File: src/brpwm_pkg.sv
// Shared constants, types and helpers for the breathing PWM generator.
// No dependencies; every module of the block imports this package.
package brpwm_pkg;

    localparam int CNT_W      = 16;
    localparam int DEPTH      = 13;
    localparam int POS_W      = 4;
    localparam int RECIP_SH   = 23;
    localparam int RECIP_W    = 23;
    localparam int PROD_W     = CNT_W + RECIP_W;

    // register index codes (byte address bit 2)
    localparam logic REG_PERIOD = 1'b0;
    localparam logic REG_STEP   = 1'b1;

    localparam logic [CNT_W-1:0] PERIOD_RST = 16'd1843;
    localparam logic [CNT_W-1:0] STEP_RST   = 16'd46068;

    // duty percentage r scaled to ceil(r * 2^23 / 100); with a 16-bit period the
    // scaled product shifted down by 23 equals floor(period * r / 100) exactly
    localparam logic [RECIP_W-1:0] DUTY_RECIP [DEPTH] = '{
        23'((5  * (2**RECIP_SH) + 99) / 100),
        23'((18 * (2**RECIP_SH) + 99) / 100),
        23'((30 * (2**RECIP_SH) + 99) / 100),
        23'((41 * (2**RECIP_SH) + 99) / 100),
        23'((51 * (2**RECIP_SH) + 99) / 100),
        23'((60 * (2**RECIP_SH) + 99) / 100),
        23'((68 * (2**RECIP_SH) + 99) / 100),
        23'((75 * (2**RECIP_SH) + 99) / 100),
        23'((81 * (2**RECIP_SH) + 99) / 100),
        23'((86 * (2**RECIP_SH) + 99) / 100),
        23'((90 * (2**RECIP_SH) + 99) / 100),
        23'((93 * (2**RECIP_SH) + 99) / 100),
        23'((95 * (2**RECIP_SH) + 99) / 100)
    };

    typedef struct packed {
        logic [POS_W-1:0] pos;
        logic             up;
        logic [CNT_W-1:0] low_len;
        logic [CNT_W-1:0] high_len;
    } duty_step_t;

    // a zero-length phase still lasts one tick
    function automatic logic [CNT_W-1:0] phase_load(input logic [CNT_W-1:0] len);
        phase_load = (len == '0) ? CNT_W'(1) : len;
    endfunction

endpackage

File: src/breathing_pwm_generator_core.sv
// Top level of the breathing PWM generator: register port, input register
// and the counter engine. Depends on brpwm_pkg and brpwm_engine.
//
// channel   | direction | transfer on                  | payload
// s_axis    | in        | s_tvalid && s_tready         | tick
// m_axis    | out       | m_tvalid && m_tready         | pwm_level, duty_index, step_event
// apb       | in        | psel && penable && pwrite    | period_ticks, step_ticks
//
// One item per cycle while the result is not stalled; each item passes through the input
// register and is folded into the counters as it moves into the result register.
// A stalled result holds the engine; the input register still takes one more item.
// Reset clears the counters and loads the register defaults.
module breathing_pwm_generator_core
    import brpwm_pkg::*;
(
    input  logic        clk,
    input  logic        rst_n,
    input  logic        s_tvalid,
    output logic        s_tready,
    input  logic [7:0]  s_tdata,   // [0] tick, [7:1] zero
    output logic        m_tvalid,
    input  logic        m_tready,
    output logic [7:0]  m_tdata,   // [0] pwm_level, [4:1] duty_index, [5] step_event, [7:6] zero
    input  logic        psel,
    input  logic        penable,
    input  logic        pwrite,
    input  logic [2:0]  paddr,
    input  logic [31:0] pwdata,
    output logic [31:0] prdata,
    output logic        pready
);

    logic [CNT_W-1:0] period_reg;
    logic [CNT_W-1:0] step_reg;
    logic             iv_reg;
    logic             itick_reg;
    logic             eng_ready;
    logic             wr_en;
    logic             o_level;
    logic [POS_W-1:0] o_pos;
    logic             o_step;

    assign pready = 1'b1;
    assign wr_en  = psel && penable && pwrite && pready;

    always_ff @(posedge clk or negedge rst_n)
    begin
        if (!rst_n)
        begin
            period_reg <= PERIOD_RST;
            step_reg   <= STEP_RST;
        end
        else if (wr_en)
        begin
            case (paddr[2])
                REG_PERIOD: period_reg <= pwdata[CNT_W-1:0];
                REG_STEP:   step_reg   <= pwdata[CNT_W-1:0];
                default:    period_reg <= period_reg;
            endcase
        end
    end

    always_comb
    begin
        case (paddr[2])
            REG_PERIOD: prdata = 32'(period_reg);
            REG_STEP:   prdata = 32'(step_reg);
            default:    prdata = '0;
        endcase
    end

    // input register: refill whenever the engine drains it
    assign s_tready = !iv_reg || eng_ready;

    always_ff @(posedge clk or negedge rst_n)
    begin
        if (!rst_n)
        begin
            iv_reg <= 1'b0;
        end
        else if (s_tready)
        begin
            iv_reg <= s_tvalid;
        end
    end

    always_ff @(posedge clk)
    begin
        if (s_tready && s_tvalid)
        begin
            itick_reg <= s_tdata[0];
        end
    end

    brpwm_engine u_engine (
        .clk       (clk),
        .rst_n     (rst_n),
        .period    (period_reg),
        .step_len  (step_reg),
        .in_valid  (iv_reg),
        .in_tick   (itick_reg),
        .in_ready  (eng_ready),
        .out_valid (m_tvalid),
        .out_ready (m_tready),
        .out_level (o_level),
        .out_pos   (o_pos),
        .out_step  (o_step)
    );

    assign m_tdata = {2'b00, o_step, o_pos, o_level};

endmodule

File: src/brpwm_duty.sv
// Next duty position and phase lengths for one table step.
// Depends on brpwm_pkg (table, widths, duty_step_t).
module brpwm_duty
    import brpwm_pkg::*;
(
    input  logic [POS_W-1:0] pos,
    input  logic             up,
    input  logic [CNT_W-1:0] period,
    output duty_step_t       step
);

    logic [POS_W-1:0]  pos_move;
    logic [POS_W-1:0]  pos_new;
    logic              up_new;
    logic [POS_W-1:0]  idx;
    logic [PROD_W-1:0] prod;
    logic [CNT_W-1:0]  lo;

    always_comb
    begin
        if (up)
        begin
            pos_move = pos + POS_W'(1);
        end
        else if (pos != '0)
        begin
            pos_move = pos - POS_W'(1);
        end
        else
        begin
            pos_move = '0;
        end

        pos_new = pos_move;
        up_new  = up;
        // bounce at both ends of the triangle
        if ((pos_move <= POS_W'(1)) && !up)
        begin
            pos_new = POS_W'(1);
            up_new  = 1'b1;
        end
        else if ((pos_move >= POS_W'(DEPTH)) && up)
        begin
            pos_new = POS_W'(DEPTH);
            up_new  = 1'b0;
        end

        idx = (pos_new == '0) ? '0 : pos_new - POS_W'(1);
        if (idx > POS_W'(DEPTH - 1))
        begin
            idx = POS_W'(DEPTH - 1);
        end
    end

    assign prod = PROD_W'(period) * PROD_W'(DUTY_RECIP[idx]);
    assign lo   = prod[RECIP_SH +: CNT_W];

    assign step.pos      = pos_new;
    assign step.up       = up_new;
    assign step.low_len  = lo;
    assign step.high_len = period - lo;

endmodule

File: src/brpwm_engine.sv
// Counter state, per-tick update and result register of the PWM generator.
// Depends on brpwm_pkg and brpwm_duty.
module brpwm_engine
    import brpwm_pkg::*;
(
    input  logic             clk,
    input  logic             rst_n,
    input  logic [CNT_W-1:0] period,
    input  logic [CNT_W-1:0] step_len,
    input  logic             in_valid,
    input  logic             in_tick,
    output logic             in_ready,
    output logic             out_valid,
    input  logic             out_ready,
    output logic             out_level,
    output logic [POS_W-1:0] out_pos,
    output logic             out_step
);

    logic             lvl_reg,   lvl_next;
    logic [CNT_W-1:0] pc_reg,    pc_next;
    logic [CNT_W-1:0] sc_reg,    sc_next;
    logic [POS_W-1:0] pos_reg,   pos_next;
    logic             up_reg,    up_next;
    logic             run_reg,   run_next;
    logic [CNT_W-1:0] low_reg,   low_next;
    logic [CNT_W-1:0] high_reg,  high_next;
    logic             ov_reg;
    logic             olvl_reg;
    logic [POS_W-1:0] opos_reg;
    logic             ostep_reg;
    logic             stepped;
    logic             advance;
    logic [CNT_W-1:0] pc_dec;
    logic [CNT_W-1:0] sc_inc;
    duty_step_t       duty;

    brpwm_duty u_duty (
        .pos    (pos_reg),
        .up     (up_reg),
        .period (period),
        .step   (duty)
    );

    assign in_ready = !ov_reg || out_ready;
    assign advance  = in_valid && in_ready;
    assign pc_dec   = pc_reg - CNT_W'(1);
    assign sc_inc   = sc_reg + CNT_W'(1);

    always_comb
    begin
        lvl_next  = lvl_reg;
        pc_next   = pc_reg;
        sc_next   = sc_reg;
        pos_next  = pos_reg;
        up_next   = up_reg;
        run_next  = run_reg;
        low_next  = low_reg;
        high_next = high_reg;
        stepped   = 1'b0;
        if (in_tick)
        begin
            if (run_reg)
            begin
                if (pc_dec == '0)
                begin
                    lvl_next = !lvl_reg;
                    pc_next  = phase_load(!lvl_reg ? high_reg : low_reg);
                end
                else
                begin
                    pc_next = pc_dec;
                end
            end
            // a zero step length acts as one: the wrapped count also fires
            if ((sc_inc >= step_len) || (sc_inc == '0))
            begin
                sc_next   = '0;
                pos_next  = duty.pos;
                up_next   = duty.up;
                low_next  = duty.low_len;
                high_next = duty.high_len;
                pc_next   = phase_load(duty.high_len);
                run_next  = 1'b1;
                stepped   = 1'b1;
            end
            else
            begin
                sc_next = sc_inc;
            end
        end
    end

    always_ff @(posedge clk or negedge rst_n)
    begin
        if (!rst_n)
        begin
            lvl_reg  <= 1'b0;
            pc_reg   <= '0;
            sc_reg   <= '0;
            pos_reg  <= '0;
            up_reg   <= 1'b1;
            run_reg  <= 1'b0;
            low_reg  <= '0;
            high_reg <= '0;
            ov_reg   <= 1'b0;
        end
        else
        begin
            if (advance)
            begin
                lvl_reg  <= lvl_next;
                pc_reg   <= pc_next;
                sc_reg   <= sc_next;
                pos_reg  <= pos_next;
                up_reg   <= up_next;
                run_reg  <= run_next;
                low_reg  <= low_next;
                high_reg <= high_next;
                ov_reg   <= 1'b1;
            end
            else if (out_ready)
            begin
                ov_reg <= 1'b0;
            end
        end
    end

    always_ff @(posedge clk)
    begin
        if (advance)
        begin
            olvl_reg  <= lvl_next;
            opos_reg  <= pos_next;
            ostep_reg <= stepped;
        end
    end

    assign out_valid = ov_reg;
    assign out_level = olvl_reg;
    assign out_pos   = opos_reg;
    assign out_step  = ostep_reg;

    a_run_sticky: assert property (@(posedge clk) disable iff (!rst_n)
        !$fell(run_reg))
        else $error("phase counter stopped after running");

    a_low_before_run: assert property (@(posedge clk) disable iff (!rst_n)
        !run_reg |-> (!lvl_reg && (pos_reg == '0)))
        else $error("level or position moved before the first step");

    a_step_pos: assert property (@(posedge clk) disable iff (!rst_n)
        (ov_reg && ostep_reg) |-> ((opos_reg != '0) && (opos_reg <= POS_W'(DEPTH))))
        else $error("step result with position off the table");

    a_step_restart: assert property (@(posedge clk) disable iff (!rst_n)
        (advance && stepped) |=> ((sc_reg == '0) && run_reg && (pc_reg != '0)))
        else $error("step did not restart the counters");

endmodule
File: config.mk
export PLATFORM = sky130hd
export DESIGN_NAME = breathing_pwm_generator_core
export DESIGN_NICKNAME = d
export VERILOG_FILES = /design/src/brpwm_pkg.sv /design/src/breathing_pwm_generator_core.sv /design/src/brpwm_duty.sv /design/src/brpwm_engine.sv
export SDC_FILE = /design/constraint.sdc
export NUM_CORES = 1
export LEC_CHECK = 0
export ABC_AREA = 1
export ABC_CLOCK_PERIOD_IN_PS = 17400
export BUFFER_PORTS_ARGS = -buffer_cell sky130_fd_sc_hd__buf_4
export CORE_MARGIN = 5
export CORE_UTILIZATION = 60
export CTS_BUF_LIST = sky130_fd_sc_hd__clkbuf_4
export CTS_CLUSTER_SIZE = 20
export DETAILED_ROUTE_END_ITERATION = 8
export GPL_TIMING_DRIVEN = 0
export PLACE_DENSITY = 0.77
export SLEW_MARGIN = 15
export SYNTH_ARGS = -nofsm -noshare
export SYNTH_HDL_FRONTEND = slang
export SYNTH_HIERARCHICAL = 1
export SYNTH_SLANG_ARGS = --single-unit
File: constraint.sdc
create_clock -name clk -period 17.4 [get_ports clk]
set_clock_uncertainty 0.05 [all_clocks]
set_input_delay 4.35 -clock clk [delete_from_list [all_inputs] [get_ports clk]]
set_output_delay 4.35 -clock clk [all_outputs]
set_load 0.005 [all_outputs]
==> results of run 1 <==
[worst max-delay path by stage]
| stage | from | to | slack (ps) | depth (start not counted) |
|---|---|---|---|---|
| after floorplan | paddr[2] | prdata[14] | 8120 | 4 |
| after global placement | u_engine/pos_reg[0] | u_engine/pc_reg[0] | 6040 | 52 |
| after detailed placement | u_engine/pos_reg[0] | u_engine/pc_reg[0] | 5860 | 53 |
| after CTS | u_engine/pos_reg[0] | u_engine/pc_reg[0] | 5770 | 52 |
| after global routing | u_engine/pos_reg[0] | u_engine/pc_reg[0] | 5270 | 57 |
| final | u_engine/pos_reg[0] | u_engine/pc_reg[0] | 5780 | 54 |
[layout by cell type, fill, tap and decap left out, drive strengths merged, types with 2 or more instances in the layout]
master	synthesis	routed
conb	2	19
clkinv	8	10
nor2	288	288
o21bai	3	3
nor4	10	10
fa	292	292
nand3	188	188
edfxtp	7	7
clkbuf	50	61
a221oi	2	2
o21ai	73	73
inv	549	550
nand2	831	831
a211oi	2	2
xnor2	5	5
a21oi	59	59
dfstp	18	18
o21a	12	12
a21boi	4	4
dfrtp	87	87
clkinvlp	0	2
nand4	31	31
o221ai	3	3
o22ai	9	9
buf	50	97
nor3	15	15
a31oi	3	3
nand3b	7	7
or2	3	3
xor2	16	16
ha	141	141
mux2i	4	4
[synthesized netlist by cell type (28+ instances only)]
master	number	area [sq um]
a21oi_1	59	295
buf_4	28	210
clkbuf_1	50	188
dfrtp_1	87	2180
fa_1	292	5850
ha_1	141	1760
inv_1	538	2020
nand2_1	786	2950
nand2_2	37	231
nand3_1	173	866
nand4_1	30	188
nor2_1	265	995
o21ai_0	60	300
[metal layers]
layer	vias to the layer above	track usage	part of all wire
li1	8528	-	-
met4	0	0.100	0.036
met1	8988	0.474	0.42
met3	142	0.0894	0.11
met5	-	0	0
met2	935	0.512	0.44
[worst max-delay path: cells and delay by family (launching register included)]
| family | cells | cell delay (ps) |
|---|---|---|
| AOI/OAI and AO/OA | 6 | 1380 |
| adders and majority gates | 10 | 4140 |
| and+or+nand+nor | 29 | 4120 |
| buffers and inverters | 8 | 960 |
| xor gates and xnor gates | 1 | 380 |
| DFF | 1 | 480 |
[stage by stage]
stage	util	area, sq um	worst slack [ps]	hold slack [ps]
floorplan	-	20300	8120	392
global placement	0.635	21200	6040	404
detailed placement	0.635	21200	5860	409
CTS	0.639	21300	5770	434
global route	0.639	21300	5270	446
finish	0.639	21300	5780	430
[cell families after synthesis]
logic type,count (synthesis)
mux,4
compound gates,175
simple gates,1375
other cells,2
fa+ha+maj,433
buf+inv,657
xor+xnor,21
flops,112
[layout make-up]
type                       instances  area [sq um]  area share
multi-input combinational       2027         14800       0.695
sequential                       112          2860       0.134
inverter                         557          2090      0.0982
tap                              448           561      0.0263
buffer                           100           529      0.0248
timing repair buffer              47           357      0.0167
clock buffer                      11          82.6     0.00387
clock inverter                     5          32.5     0.00153
==> out/qor.yml, run 1 <==
setup_path:
  critPathMostFrequentCell: "inv_1"
  start_kind: "flip-flop"
  rrSetupSlack_ps: 5780
  rr_worst_depth: 54
  cp-end-kind: "flip-flop"
  timing.rr.start: "u_engine/pos_reg[0]"
  cp_slowest_stage_delay_ps: 900
  required_ps: 17790
  worstPathMaxFanout: 10
  worstPathArrival_ps: 12000
  cp_slowest_cell: "nor2_1"
  critPathKind: "reg2reg"
  reg2reg_to: "u_engine/pc_reg[0]"
synth:
  synthAdderAreaFrac: 0.376
  synth-seq-cells: 112
  yosysUniqueCellTypes: 54
  synth_area_sq_mm: 0.0202
  yosys_warnings: 6
  synth_top_family_by_area: "adder cells"
  synthCells: 2779
  yosys.area_share.simple: 0.292
  ys.flop_type: "dfrtp_1"
  synthMuxAreaShare: 0.00198
  syn_avg_cell_area_sq_um: 7.28
  synth-compound-area-share: 0.0495
  ys_seq_area_frac: 0.141
  synth_edf_count: 7
  synth-async-reset-ratio: 0.938
  synth-xor-area-share: 0.00910
sta:
  period_share: 0.668
  finalHoldViolCount: 0
  post-route-min-period_ps: 11620
  fmax_mhz: 86.1
  worst_slew_pin_slew_ps: 1210
  slew_violations: 0
  fin_tns_setup_ps: 0
  grt_setup_unrepaired: "false"
  finalSetupViolCount: 0
  relSlewSlack: 0.191
floorplanning:
  core_sq_mm: 0.0334
  row_count: 67
  die_h_um: 194
  boundaryPins: 93
  die_w_um: 194
  die_area_sq_mm: 0.0375
  start_util: 0.606
place:
  dp.cells: 3291
  hpwlAfterDp_um: 52200
  place_congestion: 1.06
  port_buffers: 47
drt:
  drt-total-wl_um: 61900
  vias_per_cell: 5.62
  drcViolationCount: 1
  wl_per_cell_um: 18.7
  num_vias: 18593
  drt-initial-drc-count: 1751
  final_antenna_net_count: 0
  dr.pass1.iters: 9
clock_network:
  cts.sinks: 112
  clockBufferDepth: 2
  clk_pin_slew_worst_paths_ps: 160
  insertion_delay_ps: 500
  numCtsBuffers: 9
  cts_root_buf: "clkbuf_4"
  cts_resized: 0
  cts_hold_buf: 0
  cts_setup_buffers: 0
  cts_tree: "yes"
  cts_max_level: 3
global_route:
  grt_max_degree: 106
  grt_pass1_wl_um: 100000
  antenna_found_initial: 0
  grt_remaining_overflow: 0
  track_usage: 0.335
  grt_pass1_vias: 18709
run_status:
  status: "complete, but fails checks"
  violations: "design-rule violations"
layout:
  layout-drive-gt1-share: 0.0811
  nets: 3337
  area_delta_synth_final_pct: 5.47
  diodes: 0
  nFillCells: 3150
  final_cells: 3307
hold_path:
  worst_hold_path.endpoint: "u_engine/up_reg"
  min_path_cells: 2
  min_path_type: "reg2reg"
  hold_start: "u_engine/up_reg"
flow_run:
  cap_violations: 0
Power of run 1 is not shown: default switching activity piles up to over one toggle a cycle in this logic, so the estimate is an artifact.
==> run 2, diff against run 1 <==
--- a/config.mk
+++ b/config.mk
@@ -5,16 +5,16 @@
 export SDC_FILE = /design/constraint.sdc
 export NUM_CORES = 1
 export LEC_CHECK = 0
-export ABC_AREA = 1
-export ABC_CLOCK_PERIOD_IN_PS = 17400
+export ABC_AREA = 0
+export ABC_CLOCK_PERIOD_IN_PS = 10680
 export BUFFER_PORTS_ARGS = -buffer_cell sky130_fd_sc_hd__buf_4
 export CORE_MARGIN = 5
-export CORE_UTILIZATION = 60
+export CORE_UTILIZATION = 59
 export CTS_BUF_LIST = sky130_fd_sc_hd__clkbuf_4
 export CTS_CLUSTER_SIZE = 20
 export DETAILED_ROUTE_END_ITERATION = 8
 export GPL_TIMING_DRIVEN = 0
-export PLACE_DENSITY = 0.77
+export PLACE_DENSITY = 0.79
 export SLEW_MARGIN = 15
 export SYNTH_ARGS = -nofsm -noshare
 export SYNTH_HDL_FRONTEND = slang
==> constraint.sdc (replaced) <==
create_clock -name clk -period 10.68 [get_ports clk]
set_clock_uncertainty 0.05 [all_clocks]
set_input_delay 2.67 -clock clk [delete_from_list [all_inputs] [get_ports clk]]
set_output_delay 2.67 -clock clk [all_outputs]
set_load 0.005 [all_outputs]
==> run 2 against run 1 <==
Effect of this change:
- the flow finishes with violations (negative setup slack)
- final cell count is 14% lower
- sequential cell count unchanged
- synthesized cell count down 21%
- final area up 7.8%
- critical path depth grew 3
==> out/qor.yml, run 2 <==
clock_network:
  numCtsBuffers: 9  # unchanged
  cts_max_level: 3  # unchanged
  cts_tree: "yes"  # unchanged
  cts_hold_buf: 0  # unchanged
  cts_root_buf: "clkbuf_4"  # unchanged
  clockBufferDepth: 2  # unchanged
  clk_pin_slew_worst_paths_ps: 200  # was 160 ps
  cts.sinks: 112  # unchanged
  insertion_delay_ps: 500  # about the same
setup_path:
  cp-end-kind: "flip-flop"  # unchanged
  required_ps: 11040  # was 17790 ps
  worstPathMaxFanout: 5  # was 10
  critPathMostFrequentCell: "fa_1"  # was inv_1
  worstPathArrival_ps: 12440  # was 12000 ps
  start_kind: "flip-flop"  # unchanged
  critPathKind: "reg2reg"  # unchanged
  cp_slowest_cell: "fa_1"  # was nor2_1
  cp_slowest_stage_delay_ps: 570  # was 900 ps
place:
  hpwlAfterDp_um: 45400  # was 52200 um
  port_buffers: 47  # unchanged
  place_congestion: 0.990  # was 1.06
sta:
  relSlewSlack: 0.257  # was 0.191
  fin_hold_ws_ps: 482  # was 430 ps
  fmax_mhz: 82.8  # was 86.1 MHz
  post-route-min-period_ps: 12080  # was 11620 ps
  worst_slack_ps: -1400  # was 5780 ps
  finalHoldViolCount: 0  # unchanged
  worst_slew_pin_slew_ps: 1100  # was 1210 ps
  finalSetupViolCount: 13  # was 0
  grt_setup_unrepaired: "true"  # was false
  slew_violations: 0  # unchanged
  period_share: 1.13  # was 0.668
drt:
  drcViolationCount: 0  # was 1
  drt-total-wl_um: 59400  # was 61900 um
  num_vias: 17199  # was 18593
  wl_per_cell_um: 20.9  # was 18.7 um
  dr.pass1.iters: 7  # was 9
  vias_per_cell: 6.05  # was 5.62
  final_antenna_net_count: 0  # unchanged
  drt-initial-drc-count: 1579  # was 1751
synth:
  synth_area_sq_mm: 0.0198  # was 0.0202 sq mm
  ys.flop_type: "dfrtp_1"  # unchanged
  synth-seq-cells: 112  # unchanged
  ys_top_cells_by_count: "403 x inv_1, 308 x nand2_1, 292 x fa_1"  # was 786 x nand2_1, 538 x inv_1, 292 x fa_1
  ys_seq_area_frac: 0.144  # was 0.141
  synth_top_area_frac: 0.295  # was 0.289
  yosysUniqueCellTypes: 105  # was 54
  synth_edf_count: 7  # unchanged
  ys_top_cells_by_area: "fa_1 29%, dfrtp_1 11%, ha_1 8.9%, inv_1 7.6%, nand2_1 5.8%"  # was fa_1 29%, nand2_1 15%, dfrtp_1 11%, inv_1 10%, ha_1 8.7%
  synthCells: 2197  # was 2779
  syn_avg_cell_area_sq_um: 9.03  # was 7.28 sq um
  synth.most_common_cell: "inv_1"  # was nand2_1
  synth-async-reset-ratio: 0.938  # unchanged
  yosys_warnings: 6  # unchanged
  synth_largest_area_cell: "fa_1"  # unchanged
flow_run:
  cap_violations: 0  # unchanged
floorplanning:
  boundaryPins: 93  # unchanged
  die_w_um: 193  # was 194 um
  start_util: 0.595  # was 0.606
  die_h_um: 193  # was 194 um
  row_count: 67  # unchanged
  core_sq_mm: 0.0334  # unchanged
  die_area_sq_mm: 0.0374  # was 0.0375 sq mm
run_status:
  violations: "negative setup slack"  # was design-rule violations
  status: "complete, but fails checks"  # unchanged
layout:
  area_delta_synth_final_pct: 15.9  # was 5.47%
  nets: 2873  # was 3337
  layout-drive-gt1-share: 0.216  # was 0.0811
  layout_common_cells: "385 x inv_1, 303 x nand2_1, 287 x fa_1"  # was 786 x nand2_1, 538 x inv_1, 292 x fa_1
  final_common_cell: "inv_1"  # was nand2_1
global_route:
  grt_pass1_vias: 17932  # was 18709
  grt_remaining_overflow: 0  # unchanged
  antenna_found_initial: 2  # was 0
  grt_max_degree: 106  # unchanged
  grt_pass1_wl_um: 93700  # was 100000 um
  track_usage: 0.310  # was 0.335
hold_path:
  min_path_type: "reg2reg"  # unchanged
==> run 2: cell types whose count changed in the layout (fill, tap and decap cells not counted), sizes merged, moves of 25 or more <==
cell,before,now
nand3,188,26
inv,550,406
buf,97,222
nor2,288,58
nand2,831,308
mux2,0,96
xnor2,5,43
o21ai,73,48
and2,1,138
==> run 2: area by class of cell <==
class                           instances  area [sq um]
Antenna cell                            1          2.50
Fill cell                            2540         10400
Clock buffer                            9          67.6
Inverter                              405          1530
Sequential cell                       112          2860
Timing Repair Buffer                  165          1360
Buffer                                129           868
Clock inverter                          7           124
Tap cell                              448           561
Multi-Input combinational cell       1568         15600
==> run 2: cells by family after synthesis <==
| logic type | after synthesis | synth area share |
|---|---|---|
| AOI/OAI and AO/OA | 286 | 0.104 |
| xor gates and xnor gates | 62 | 0.0274 |
| adders and majority gates | 435 | 0.384 |
| buffers and inverters | 534 | 0.111 |
| DFF | 112 | 0.144 |
| muxes | 104 | 0.0604 |
| other | 2 | 0.000378 |
| and+or+nand+nor | 662 | 0.168 |
==> run 2: final timing paths <==
check | start | end | slack, ps | cells after the start
max in group asynchronous | rst_n | u_engine/high_reg[14] | 7690 | 1
worst max register to register | u_engine/pos_reg[0] | u_engine/pc_reg[0] | -1400 | 57
min in group asynchronous | rst_n | u_engine/out_valid | 2180 | 1
worst min-delay path | iv_reg | u_engine/out_valid | 480 | 1
worst max-delay path | u_engine/pos_reg[0] | u_engine/pc_reg[0] | -1400 | 57
worst min register to register | iv_reg | u_engine/out_valid | 480 | 1
==> run 2: repair_timing <==
action,CTS,global route
resized for setup,154,69
pin swaps,66,68
buffers inserted,104,35
endpoints found under the setup margin,27,21
hold endpoints to repair,0,0
==> run 2: per-stage QoR <==
stage | utilization | setup WS, ps | area (sq um) | cells | setup TNS (ps)
after floorplan | - | -280 | 20000 | 2214 | -280
after global placement | 0.628 | -2480 | 21000 | 2709 | -23240
after detailed placement | 0.628 | -2770 | 21000 | 2709 | -29230
after CTS | 0.678 | -1030 | 22600 | 2829 | -6660
after global routing | 0.689 | -1840 | 23000 | 2844 | -16120
final | 0.689 | -1400 | 23000 | 2844 | -9320
==> run 2: per-layer routing <==
layer	GRT usage	up-vias	routed length [um]
li1	-	7419	-
met1	0.393	8477	21500
met2	0.529	1054	28700
met3	0.0470	249	5770
met4	0.136	0	3370
met5	0	-	0
==> run 2: worst max-delay path: cells and delay by family (launching register included) <==
family,cells,cell delay [ps]
compound gates,18,3540
xor+xnor,1,170
fa+ha+maj,11,4330
buf+inv,13,1290
flops,1,460
simple gates,14,2190
Power of run 2 is left out for the same reason.
